$ cat src/rtl/cpt_pkg.sv
`default_nettype none

package cpt_pkg;

    // Table geometry.
    localparam int ENTRIES = 64;
    localparam int IDX_W   = $clog2(ENTRIES);
    localparam int CNT_W   = $clog2(ENTRIES + 1);

    // Field widths of the input and result beats.
    localparam int MODE_W   = 2;
    localparam int KEY_W    = 32;
    localparam int TS_W     = 32;
    localparam int STATUS_W = 3;
    localparam int SLOT_W   = 6;
    localparam int CALLS_W  = 32;
    localparam int DEPTH_W  = 16;
    localparam int COST_W   = 32;
    localparam int SUM_W    = 48;

    // Event kinds.
    localparam logic [MODE_W-1:0] MODE_CALL = 2'd0;
    localparam logic [MODE_W-1:0] MODE_RET  = 2'd1;

    // Result status codes.
    localparam logic [STATUS_W-1:0] ST_UPDATED  = 3'd0;
    localparam logic [STATUS_W-1:0] ST_NEW      = 3'd1;
    localparam logic [STATUS_W-1:0] ST_FULL     = 3'd2;
    localparam logic [STATUS_W-1:0] ST_NOENTRY  = 3'd3;
    localparam logic [STATUS_W-1:0] ST_OTHER    = 3'd4;
    localparam logic [STATUS_W-1:0] ST_DISABLED = 3'd5;

    // Configuration register indexes.
    localparam logic REG_ENABLE = 1'b0;

    // One stored profile entry, kept in the entry RAM.
    typedef struct packed {
        logic [SUM_W-1:0]   sum;
        logic [COST_W-1:0]  max;
        logic [TS_W-1:0]    start;
        logic [DEPTH_W-1:0] depth;
        logic [CALLS_W-1:0] calls;
    } t_entry;

    // Commands from the controller to the datapath.
    typedef struct packed {
        logic load;
        logic look;
        logic commit;
    } t_cmd;

    // One result beat.
    typedef struct packed {
        logic [SUM_W-1:0]    cost_sum;
        logic [COST_W-1:0]   cost_peak;
        logic [COST_W-1:0]   cost_last;
        logic [DEPTH_W-1:0]  depth;
        logic [CALLS_W-1:0]  calls_seen;
        logic [SLOT_W-1:0]   entry_index;
        logic [STATUS_W-1:0] status;
    } t_result;

endpackage

`default_nettype wire

$ cat src/rtl/cpt_ctrl.sv
`default_nettype none

module cpt_ctrl
    import cpt_pkg::*;
(
    input  wire logic i_clk,
    input  wire logic i_rst_n,
    input  wire logic i_s_valid,
    input  wire logic i_m_ready,
    output logic      o_s_ready,
    output logic      o_m_valid,
    output t_cmd      o_cmd
);

    localparam logic [1:0] S_IDLE = 2'd0;
    localparam logic [1:0] S_LOOK = 2'd1;
    localparam logic [1:0] S_MOD  = 2'd2;

    logic [1:0] r_state;
    logic [1:0] n_state;
    logic       r_out_valid;
    logic       n_out_valid;
    logic       can_commit;
    logic       accept;

    // The result register is free when empty or being drained this cycle.
    assign can_commit = !r_out_valid || i_m_ready;
    assign o_s_ready  = (r_state == S_IDLE) || ((r_state == S_MOD) && can_commit);
    assign accept     = i_s_valid && o_s_ready;

    assign o_cmd.load   = accept;
    assign o_cmd.look   = (r_state == S_LOOK);
    assign o_cmd.commit = (r_state == S_MOD) && can_commit;
    assign o_m_valid    = r_out_valid;

    // Sequencer: accept, look up, then read-modify-write and hand over.
    always_comb begin
        n_state = r_state;
        unique case (r_state)
            S_IDLE: begin
                if (accept) begin
                    n_state = S_LOOK;
                end
            end
            S_LOOK: begin
                n_state = S_MOD;
            end
            S_MOD: begin
                if (can_commit) begin
                    n_state = accept ? S_LOOK : S_IDLE;
                end
            end
            default: begin
                n_state = S_IDLE;
            end
        endcase
    end

    // Result beat valid flag.
    always_comb begin
        n_out_valid = r_out_valid;
        if (o_cmd.commit) begin
            n_out_valid = 1'b1;
        end else if (i_m_ready) begin
            n_out_valid = 1'b0;
        end
    end

    always_ff @(posedge i_clk) begin
        if (!i_rst_n) begin
            r_state     <= S_IDLE;
            r_out_valid <= 1'b0;
        end else begin
            r_state     <= n_state;
            r_out_valid <= n_out_valid;
        end
    end

endmodule

`default_nettype wire

$ cat config.mk
export PLATFORM = sky130hd
export DESIGN_NAME = cpt_ctrl
export DESIGN_NICKNAME = d
export VERILOG_FILES = /design/src/rtl/cpt_pkg.sv /design/src/rtl/cpt_ctrl.sv
export SDC_FILE = /design/constraint.sdc
export NUM_CORES = 1
export LEC_CHECK = 0
export BUFFER_PORTS_ARGS = -buffer_cell sky130_fd_sc_hd__buf_2
export CAP_MARGIN = 20
export CORE_AREA = 2 2 39 41
export CTS_CLUSTER_DIAMETER = 150
export DETAILED_ROUTE_END_ITERATION = 16
export DIE_AREA = 0 0 41 43
export PLACE_DENSITY = 0.36
export SLEW_MARGIN = 15
export SYNTH_ARGS = -nofsm -noshare
export SYNTH_HDL_FRONTEND = slang
export SYNTH_SLANG_ARGS = --single-unit
$ cat constraint.sdc
create_clock -name i_clk -period 3.1 [get_ports i_clk]
set_clock_uncertainty 0.2 [all_clocks]
set_input_delay 0.155 -clock i_clk [delete_from_list [all_inputs] [get_ports i_clk]]
set_output_delay 0.155 -clock i_clk [all_outputs]
set_load 0.03 [all_outputs]
# After elaboration in Yosys (flattened, before gate mapping)
# Cells that the tools add are included.
# totals
regBits,3
in_bits,4
out_inout_bits,5
elab_cells,20
# op_classes
n_eq_ne,4
mux,6
n_reduce_logical,8
# ops
cell,n
$pmux W2 S3,1
$mux W2,2
$ne A2 B2 Y1 const B,2
$mux W1,3
$eq A2 B1 Y1 const B,1
$eq A2 B2 Y1 const B,1
$logic_and A1 B1 Y1,2
$logic_not A2 Y1,1
$logic_or A1 B1 Y1,2
$reduce_and A2 Y1,1
$reduce_bool A2 Y1,1
$logic_not A1 Y1,1

# Longest topological paths before layout
# Gate-level depths: netlist of run 1.
# logic_depth
depth_word,8
mapped_depth,3
depth_no_buf,2

# Worst setup path after synthesis of run 1
# OpenSTA, ideal clock, no wires.
# synth_timing
path_kind,flip-flop to output port
from,register r_out_valid (netlist: o_m_valid)
to,output port o_cmd[0] in the netlist's numbering
arrival_time_ns,1.100
required_time_ns,2.745
path_slack_ns,1.645
stages_incl_launch_ff,4
path_buffers,1
cell_sequence,dfxtp_1 -> or2b_2 -> nor2b_1 -> buf_4
# synth_lines
item,line,source
start: declaration,cpt_ctrl.sv:21,logic r_out_valid;
start signal: assignment,cpt_ctrl.sv:75,r_out_valid <= n_out_valid;
end: declaration,cpt_ctrl.sv:12,output t_cmd o_cmd

==> flow_metrics.tcl, run 1 <==
set metrics [dict create \
    gate_family_responsible_for_the_most_delay_along_the_worst_path "simple AND/OR/NAND/NOR gates" \
    power_density_mw_per_mm2 529.1 \
    post_synth_instance_area_um2 173.9 \
    critical_path_peak_fanout 4 \
    final_min_period_over_clock_period_pct 50.15 \
    commonest_cells_after_routing_fill_and_taps_aside "8 x buf_2, 3 x clkbuf_4, 3 x dfxtp_1" \
    first_pass_iters 1 \
    floorplan.die_area_mm2 0.001763 \
    post-dp-hpwl_um 273.4 \
    synthesis.yosys.warnings 0 \
    area_growth_syn_to_layout_pct 42.45 \
    cts_tree "done" \
    synth-seq-cells 3 \
    hold_ep "r_state[0]" \
    timing.hold.worst.start "i_s_valid" \
    hp-class "primary input to flop" \
    floorplan.die.width_um 41 \
    dr.first_iter.drc_count 0 \
    final.setup.tns_ns 0 \
    crit_arrival_ns 1.20 \
    vias 159 \
    last_weighted_congestion_value_of_the_routability_driven_placer 0.5568 \
    worst-path-buf-inv 1 \
    slowest_stage "dfxtp_1" \
    cts_repair_resize_count 0 \
    startpoint_type "flop" \
    regToRegEndpoint "r_state[1]" \
    reg2reg_from "r_state[0]" \
    timing.final.hold_violations 0 \
    antenna_violations_before_repair 0 \
    clk_path_buf_depth 2 \
    timing.reg2reg.setup_slack_ns 1.97 \
    insertion_delay_ns 0.23 \
    io_count 9 \
    finalPower_uw 131.1 \
    clock_sink_count 3 \
    yosysUniqueCellTypes 12 \
    crit_path_max_incr_delay_ns 0.31 \
    antenna_diode_count 0 \
    critical_path.startpoint "o_m_valid" \
    share_of_cells_above_drive_strength_1_pct 51.85 \
    timing.fmax_ghz 0.6433 \
    track_usage_pct 7.107 \
    final.hold.worst_slack_ns 0.02445 \
    timing.final.setup_violations 0 \
    critical_path.cell_chain "and3b_1 > nor3b_1 > buf_2" \
    grt_start_max_net_pins 7 \
    netlist.top_cell.by_area "dfxtp_1" \
    ant_nets 0 \
    result_of_the_run "finished clean" \
    final_nets 32 \
    drc 0 \
    synth.yosys.seq_area_share_pct 34.53 \
    placement_rows 14 \
    tritoncts.num_buffers 3 \
    clk_root_buffer_cell "clkbuf_4" \
    numPortBuffers 8 \
    first_pass_grt_wire_length_um 724 \
    reg2regPathDepth 2 \
    worstMarginPinSlew_ns 0.2000 \
    hold_depth 2 \
    period_needed_ns 1.555 \
    timing_max_transition_violations_final 0 \
    static-leakage-power_nw 0.1110 \
    mostFrequentLayoutCell "buf_2" \
    synth.net_count 21 \
    maxCapViolations 0 \
    via_per_inst 3.698 \
    core-area_mm2 0.001384 \
    num-fill-cells 160 \
    grt_setup_unrepaired "no" \
    worst-endpoint-required_ns 2.74 \
    crit_path_end_kind "primary output" \
    drt-wirelength-per-cell_um 8.791 \
    synth_cells 17 \
    yosys-top-cells-area "dfxtp_1 35%, buf_4 13%, nor4bb_2 9.4%, and4bb_2 7.2%, nor2b_1 7.2%" \
    grt_pass1_vias 179 \
    synth_top_area_share_pct 34.53 \
    detail_route.wirelength_um 378 \
    floorplan.die.height_um 43 \
    post_synth.cell_area_avg_um2 10.23 \
    clk_pin_slew_worst_paths_ns 0.04 \
    crit_type "flop to primary output" \
    start_util_pct 12.57 \
    final_core_utilization_pct 17.90 \
    max-vdd-ir-drop_mv 0.1942 \
    cts_htree_levels 1 \
    globalRouteOverflowTotal 0 \
    max_slew_margin_pct 86.65 \
]
-- report_power, final --
group          total, mW  internal (mW)  switching [mW]
logic             0.0190        0.00824          0.0107
registers         0.0425         0.0405         0.00193
clock network     0.0696         0.0483          0.0213
-- timing repair --
| action | 4_1_cts | 5_1_grt |
|---|---|---|
| hold endpoints to repair | 1 | 0 |
| buffers inserted | 0 | 0 |
| hold buffers | 1 | 0 |
-- flip-flops by register name (all words and copies together) (netlist names) --
signal / cells
r_state: 2
o_m_valid: 1
-- Yosys cell counts (all sizes together) --
library cell  n
a21boi        1
nor2          1
buf           3
and4bb        1
nand2b        1
and3b         1
o21a          1
dfxtp         3
or2b          1
nor4bb        1
nor2b         2
nor3b         1
-- cell type report --
| type | instances | area (µm²) | area share [%] |
|---|---|---|---|
| multi-input cells | 11 | 91.34 | 36.87 |
| flip-flops and latches | 3 | 60.06 | 24.24 |
| repair buffers | 9 | 50.05 | 20.20 |
| clock buffers | 4 | 26.28 | 10.61 |
| well taps | 16 | 20.02 | 8.081 |
-- how the worst max path moves through the flow --
stage	slack, ns	depth (start not counted)	end
after floorplan	1.64	3	o_cmd[0]
after global placement	1.83	3	o_cmd[0]
after detailed placement	1.79	3	o_cmd[2]
after CTS	1.52	3	o_cmd[2]
after global routing	1.48	3	o_cmd[2]
final	1.55	3	o_cmd[2]
-- per-layer routing --
layer | part of all wire, % | GRT usage (%) | vias to the layer above
li1 | - | - | 76
met1 | 39 | 6.688 | 71
met2 | 43 | 8.125 | 12
met3 | 17 | 7.853 | 0
met4 | 0 | 6.000 | 0
met5 | 0 | 0 | -
-- through the flow --
stage               cells  area (µm²)  setup WS [ns]
global route           43       247.7          1.481
CTS                    43       247.7          1.522
finish                 43       247.7          1.545
global placement       38       211.5          1.827
floorplan              17       173.9          1.645
detailed placement     38       211.5          1.794
-- cells by family (layout without fill, tap and decap cells) --
kind of cell,after synthesis,count (layout),synth area share [%]
AND/OR/NAND/NOR,9,9,43.89
AO/OA/AOI/OAI,2,2,8.636
buffers and inverters,3,13,12.95
flip-flops,3,3,34.53
Power figures use the tool's default switching activity.
==> run 2: changes to the inputs <==
--- a/config.mk
+++ b/config.mk
@@ -11,7 +11,7 @@
 export CTS_CLUSTER_DIAMETER = 150
 export DETAILED_ROUTE_END_ITERATION = 16
 export DIE_AREA = 0 0 41 43
-export PLACE_DENSITY = 0.36
+export PLACE_DENSITY = 0.37
 export SLEW_MARGIN = 15
 export SYNTH_ARGS = -nofsm -noshare
 export SYNTH_HDL_FRONTEND = slang
==> constraint.sdc (replaced) <==
create_clock -name i_clk -period 1.4 [get_ports i_clk]
set_clock_uncertainty 0.2 [all_clocks]
set_input_delay 0.07 -clock i_clk [delete_from_list [all_inputs] [get_ports i_clk]]
set_output_delay 0.07 -clock i_clk [all_outputs]
set_load 0.03 [all_outputs]
==> run 2 against run 1 <==
  * Highest routed layer unchanged
  * Total power up 130%
  * Hold slack worse by 0.081 ns
  * Via count fell by 5.7%
  * Clock power increased by 120%
  * Clock-buffer cell count is the same
  * First-iteration DRC count increased by 1
  * Critical path depth is the same
  * Combinational power up 150%
  * Cell count grew 2.3%
  * Design area increased by 10%
  * The run now ends with negative hold slack left
==> flow_metrics.tcl, run 2 (synthesized netlist as in run 1, its figures left out) <==
set metrics [dict create \
    result_of_the_run "finished with violations" \
    violations_in_the_final_reports "negative hold slack" \
    power.share.clock_pct 52.3 \
    core-area_mm2 0.001384 \
    switching_power_uw 76.47 \
    numPortBuffers 8 \
    final_min_period_over_clock_period_pct 98.24 \
    post-dp-hpwl_um 263.4 \
    crit_path_max_incr_delay_ns 0.32 \
    static-leakage-power_nw 0.1216 \
    cell_internal_pwr_uw 220.2 \
    timing.final.setup_violations 0 \
    final.hold.worst_slack_ns -0.05650 \
    critical_path_peak_fanout 4 \
    via_per_inst 3.409 \
    crit_type "flop to primary output" \
    max-vdd-ir-drop_mv 0.6789 \
    dp_slack_ns 0.1977 \
    reg2reg_from "o_m_valid" \
    largest_register_ffs 2 \
    timing.reg2reg.setup_slack_ns 0.33 \
    top_register "r_state" \
    clk_path_buf_depth 2 \
    start_util_pct 12.57 \
    crit_arrival_ns 1.11 \
    clk_root_buffer_cell "clkbuf_4" \
    drt-wirelength-per-cell_um 7.909 \
    final_core_utilization_pct 19.71 \
    timing.hold.worst.start "i_m_ready" \
    power_density_mw_per_mm2 1088 \
    dr.first_iter.drc_count 1 \
    reg2regPathDepth 2 \
    final.setup.tns_ns 0 \
    drc 0 \
    placedCellCount 38 \
    startpoint_type "flop" \
    insertion_delay_ns 0.23 \
    timing.final.hold_violations 1 \
    last_weighted_congestion_value_of_the_routability_driven_placer 0.5775 \
    slowest_stage "dfxtp_2" \
    worst-endpoint-required_ns 1.13 \
    power_switching_share_pct 25.78 \
    floorplan.die_area_mm2 0.001763 \
    timing_max_transition_violations_final 0 \
    commonest_cells_after_routing_fill_and_taps_aside "6 x buf_2, 3 x clkbuf_4" \
    area_growth_syn_to_layout_pct 56.83 \
    first_pass_iters 2 \
    gate_family_responsible_for_the_most_delay_along_the_worst_path "simple AND/OR/NAND/NOR gates" \
    clock_sink_count 3 \
    first_pass_grt_wire_length_um 621 \
    tritoncts.num_buffers 3 \
    hold_ep "o_m_valid" \
    globalRouteOverflowTotal 0 \
    regToRegEndpoint "r_state[0]" \
    instances_no_fill 44 \
    timing.fmax_ghz 0.7271 \
    sequentialPowerShare_pct 31.9 \
    mostFrequentLayoutCell "buf_2" \
    hp-class "primary input to flop" \
    final_nets 33 \
    cts_htree_levels 1 \
    hold_depth 3 \
    io_count 9 \
    maxCapViolations 0 \
    vias 150 \
    track_usage_pct 6.118 \
    setup_slack_ns 0.02467 \
    max_slew_margin_pct 87.92 \
    antenna_diode_count 0 \
    grt_pass1_vias 150 \
    floorplan.die.height_um 43 \
    period_needed_ns 1.375 \
    detail_route.wirelength_um 348 \
    worstMarginPinSlew_ns 0.1787 \
    comb_power_share_pct 15.9 \
    cts_hold_buf 2 \
    worst-path-buf-inv 1 \
    cts_tree "done" \
    share_of_cells_above_drive_strength_1_pct 60.71 \
    grt_start_max_net_pins 7 \
    antenna_violations_before_repair 0 \
    clk_pin_slew_worst_paths_ns 0.04 \
    placement_rows 14 \
    critical_path.cell_chain "and3b_1 > nor3b_2 > buf_4" \
    grt_setup_unrepaired "yes" \
    ant_nets 0 \
    floorplan.die.width_um 41 \
    crit_path_end_kind "primary output" \
    post-cts-setup-buffer-count 0 \
]
-- run 2: metal layers --
metal / vias to the layer above / part of all wire, % / GRT usage [%]
met2: 12 / 29 / 5.938
met4: 0 / 0 / 4.000
met1: 60 / 51 / 6.731
met3: 0 / 20 / 7.853
met5: - / 0 / 0
li1: 78 / - / -
-- run 2: worst max-delay path by stage --
stage / start / end / depth (start not counted)
global route: o_m_valid / o_cmd[2] / 3
detailed placement: o_m_valid / o_cmd[0] / 3
CTS: o_m_valid / o_cmd[2] / 3
global placement: o_m_valid / o_cmd[0] / 3
finish: o_m_valid / o_cmd[2] / 3
floorplan: o_m_valid / o_cmd[0] / 3
-- run 2: repair_timing --
action	in CTS	in global routing
gates cloned	0	0
endpoints found under the hold margin	3	1
pin swaps	0	0
resized for setup	5	1
setup endpoints to repair	2	4
-- run 2: power groups by stage --
stage	sequential [mW]	clock (mW)	combinational [mW]
after floorplan	0.0960	0	0.0318
after global placement	0.0946	0	0.0395
after detailed placement	0.0950	0	0.0403
after CTS	0.0941	0.160	0.0476
after global routing	0.0953	0.172	0.0505
final	0.0945	0.155	0.0470
-- run 2: worst reg2reg max path, cell delays in order (launching register included) --
cell,delay [ns]
dfxtp_2,0.32
and3b_1,0.22
nor4bb_2,0.24
-- run 2: layout make-up --
cell class	count	area, µm²
Fill cell	158	1111
Multi-Input combinational cell	11	98.84
Timing Repair Buffer	10	65.06
Sequential cell	3	62.56
Clock buffer	4	26.28
Tap cell	16	20.02
-- run 2: per-stage QoR --
stage / total power, mW / area, µm²
4_1_cts: 0.3018 / 271.5
3_5_place_dp: 0.1353 / 211.5
2_1_floorplan: 0.1279 / 173.9
6_report: 0.2966 / 272.8
3_3_place_gp: 0.1341 / 211.5
5_1_grt: 0.3175 / 272.8
==> run 3: changes to the inputs <==
--- a/config.mk
+++ b/config.mk
@@ -11,6 +11,7 @@
 export CTS_CLUSTER_DIAMETER = 150
 export DETAILED_ROUTE_END_ITERATION = 16
 export DIE_AREA = 0 0 41 43
+export GPL_TIMING_DRIVEN = 0
 export PLACE_DENSITY = 0.37
 export SLEW_MARGIN = 15
 export SYNTH_ARGS = -nofsm -noshare
==> run 3 against run 2 <==
  * The flow still finishes with violations (negative hold slack)
  * Combinational power rose by 14%
  * Fmax fell by 0.84%
  * Global-route usage down 1.0 points
  * Design area grew 12%
  * Clock power barely moved
  * Sequential power about the same
  * Cell count is 6.8% higher
  * Critical path type unchanged
  * Highest routed layer unchanged
==> flow_metrics.tcl, run 3 (synthesized netlist as in run 1, its figures left out) <==
set metrics [dict create \
    worstMarginPinSlew_ns 0.1819 \
    result_of_the_run "finished with violations" \
    io_count 9 \
    area_growth_syn_to_layout_pct 75.54 \
    final.setup.tns_ns 0 \
    timing.final.setup_violations 0 \
    floorplan.die_area_mm2 0.001763 \
    met2WireLength_um 141 \
    cts_tree "done" \
    crit_path_end_kind "primary output" \
    route.met3.wl_um 68 \
    crit_type "flop to primary output" \
    period_needed_ns 1.387 \
    hold_depth 3 \
    placement_rows 14 \
    mostFrequentLayoutCell "buf_2" \
    grt_start_max_net_pins 7 \
    numPortBuffers 8 \
    floorplan.die.width_um 41 \
    via_per_inst 3.532 \
    static-leakage-power_nw 0.1394 \
    clk_pin_slew_worst_paths_ns 0.04 \
    drt-wirelength-per-cell_um 7.787 \
    vias 166 \
    power_density_mw_per_mm2 988.4 \
    share_of_cells_above_drive_strength_1_pct 70.97 \
    timing_max_transition_violations_final 0 \
    max-vdd-ir-drop_mv 0.3227 \
    ant_nets 0 \
    track_usage_pct 5.120 \
    maxCapViolations 0 \
    top_register "r_state" \
    highest_layer "met3" \
    max_slew_margin_pct 87.70 \
    crit_arrival_ns 1.12 \
    violations_in_the_final_reports "negative hold slack" \
    cts_htree_levels 1 \
    first_pass_grt_wire_length_um 572 \
    last_weighted_congestion_value_of_the_routability_driven_placer 0.6355 \
    insertion_delay_ns 0.24 \
    timing.fmax_ghz 0.7210 \
    hp-class "primary input to flop" \
    globalRouteOverflowTotal 0 \
    largest_register_ffs 2 \
    timing.final.hold_violations 1 \
    commonest_cells_after_routing_fill_and_taps_aside "6 x buf_2, 3 x buf_4, 3 x clkbuf_4, 3 x dfxtp_2" \
    final_min_period_over_clock_period_pct 99.07 \
    reg2regPathDepth 3 \
    critical_path_peak_fanout 4 \
    antenna_violations_before_repair 0 \
    final_nets 36 \
    tritoncts.num_buffers 3 \
    first_pass_iters 2 \
    clock_sink_count 3 \
    cts_hold_buf 2 \
    grt_pass1_vias 154 \
    startpoint_type "flop" \
    final_core_utilization_pct 22.06 \
    grt_setup_unrepaired "yes" \
    drc 0 \
    worst-endpoint-required_ns 1.13 \
    core-area_mm2 0.001384 \
    clk_path_buf_depth 2 \
    antenna_diode_count 0 \
    clk_root_buffer_cell "clkbuf_4" \
    dr.first_iter.drc_count 1 \
    floorplan.die.height_um 43 \
    start_util_pct 12.57 \
    detail_route.wirelength_um 366 \
    final.hold.worst_slack_ns -0.05580 \
    routedLengthMet1_um 156 \
]
run 3: report_power, final:
group	leakage [nW]	switching (mW)	total, mW	internal [mW]
combinational	0.0986	0.0257	0.0535	0.0278
clock	0.0150	0.0468	0.154	0.107
sequential	0.0258	0.00397	0.0945	0.0906
run 3: through the flow:
stage | instances | setup slack, ns | power (mW) | cell area (µm²) | hold slack (ns)
6_report | 47 | 0.01303 | 0.3018 | 305.3 | -0.05580
5_1_grt | 47 | -0.04491 | 0.3208 | 305.3 | -0.03768
4_1_cts | 47 | -0.004664 | 0.3106 | 305.3 | -0.05691
3_5_place_dp | 41 | 0.08257 | 0.1419 | 234.0 | 0.1167
3_3_place_gp | 41 | 0.09121 | 0.1410 | 234.0 | 0.1083
2_1_floorplan | 17 | 0.02989 | 0.1279 | 173.9 | -0.01255
run 3: layout make-up:
cell class	count	area (µm²)
fillers	154	1079
multi-input cells	11	100.1
repair buffers	12	87.58
flip-flops and latches	3	63.81
clock buffers	4	26.28
well taps	16	20.02
plain buffers	1	7.507
run 3: layer usage:
layer	vias up	GRT usage, %
li1	83	-
met1	72	5.466
met2	11	6.875
met3	0	4.712
met4	0	2.000
met5	-	0
run 3: worst paths after layout:
path	slack, ns	from	to
setup / recovery	0.01	r_state[1]	o_cmd[2]
hold / removal	-0.06	i_m_ready	o_m_valid
setup reg to reg	0.19	r_state[1]	r_state[0]
hold reg to reg	0.26	r_state[0]	r_state[0]
run 3: critical path: stages, from the launching register on:
cell	delay, ns
dfxtp_2	0.32
and3b_2	0.23
nor3b_2	0.18
buf_6	0.15
run 3: timing repair:
item / in CTS / in global routing
setup endpoints to repair: 3 / 2
pin swaps: 1 / 0
gates cloned: 0 / 0
hold endpoints to repair: 3 / 1
resized for setup: 10 / 0
setup buffers: 2 / 0
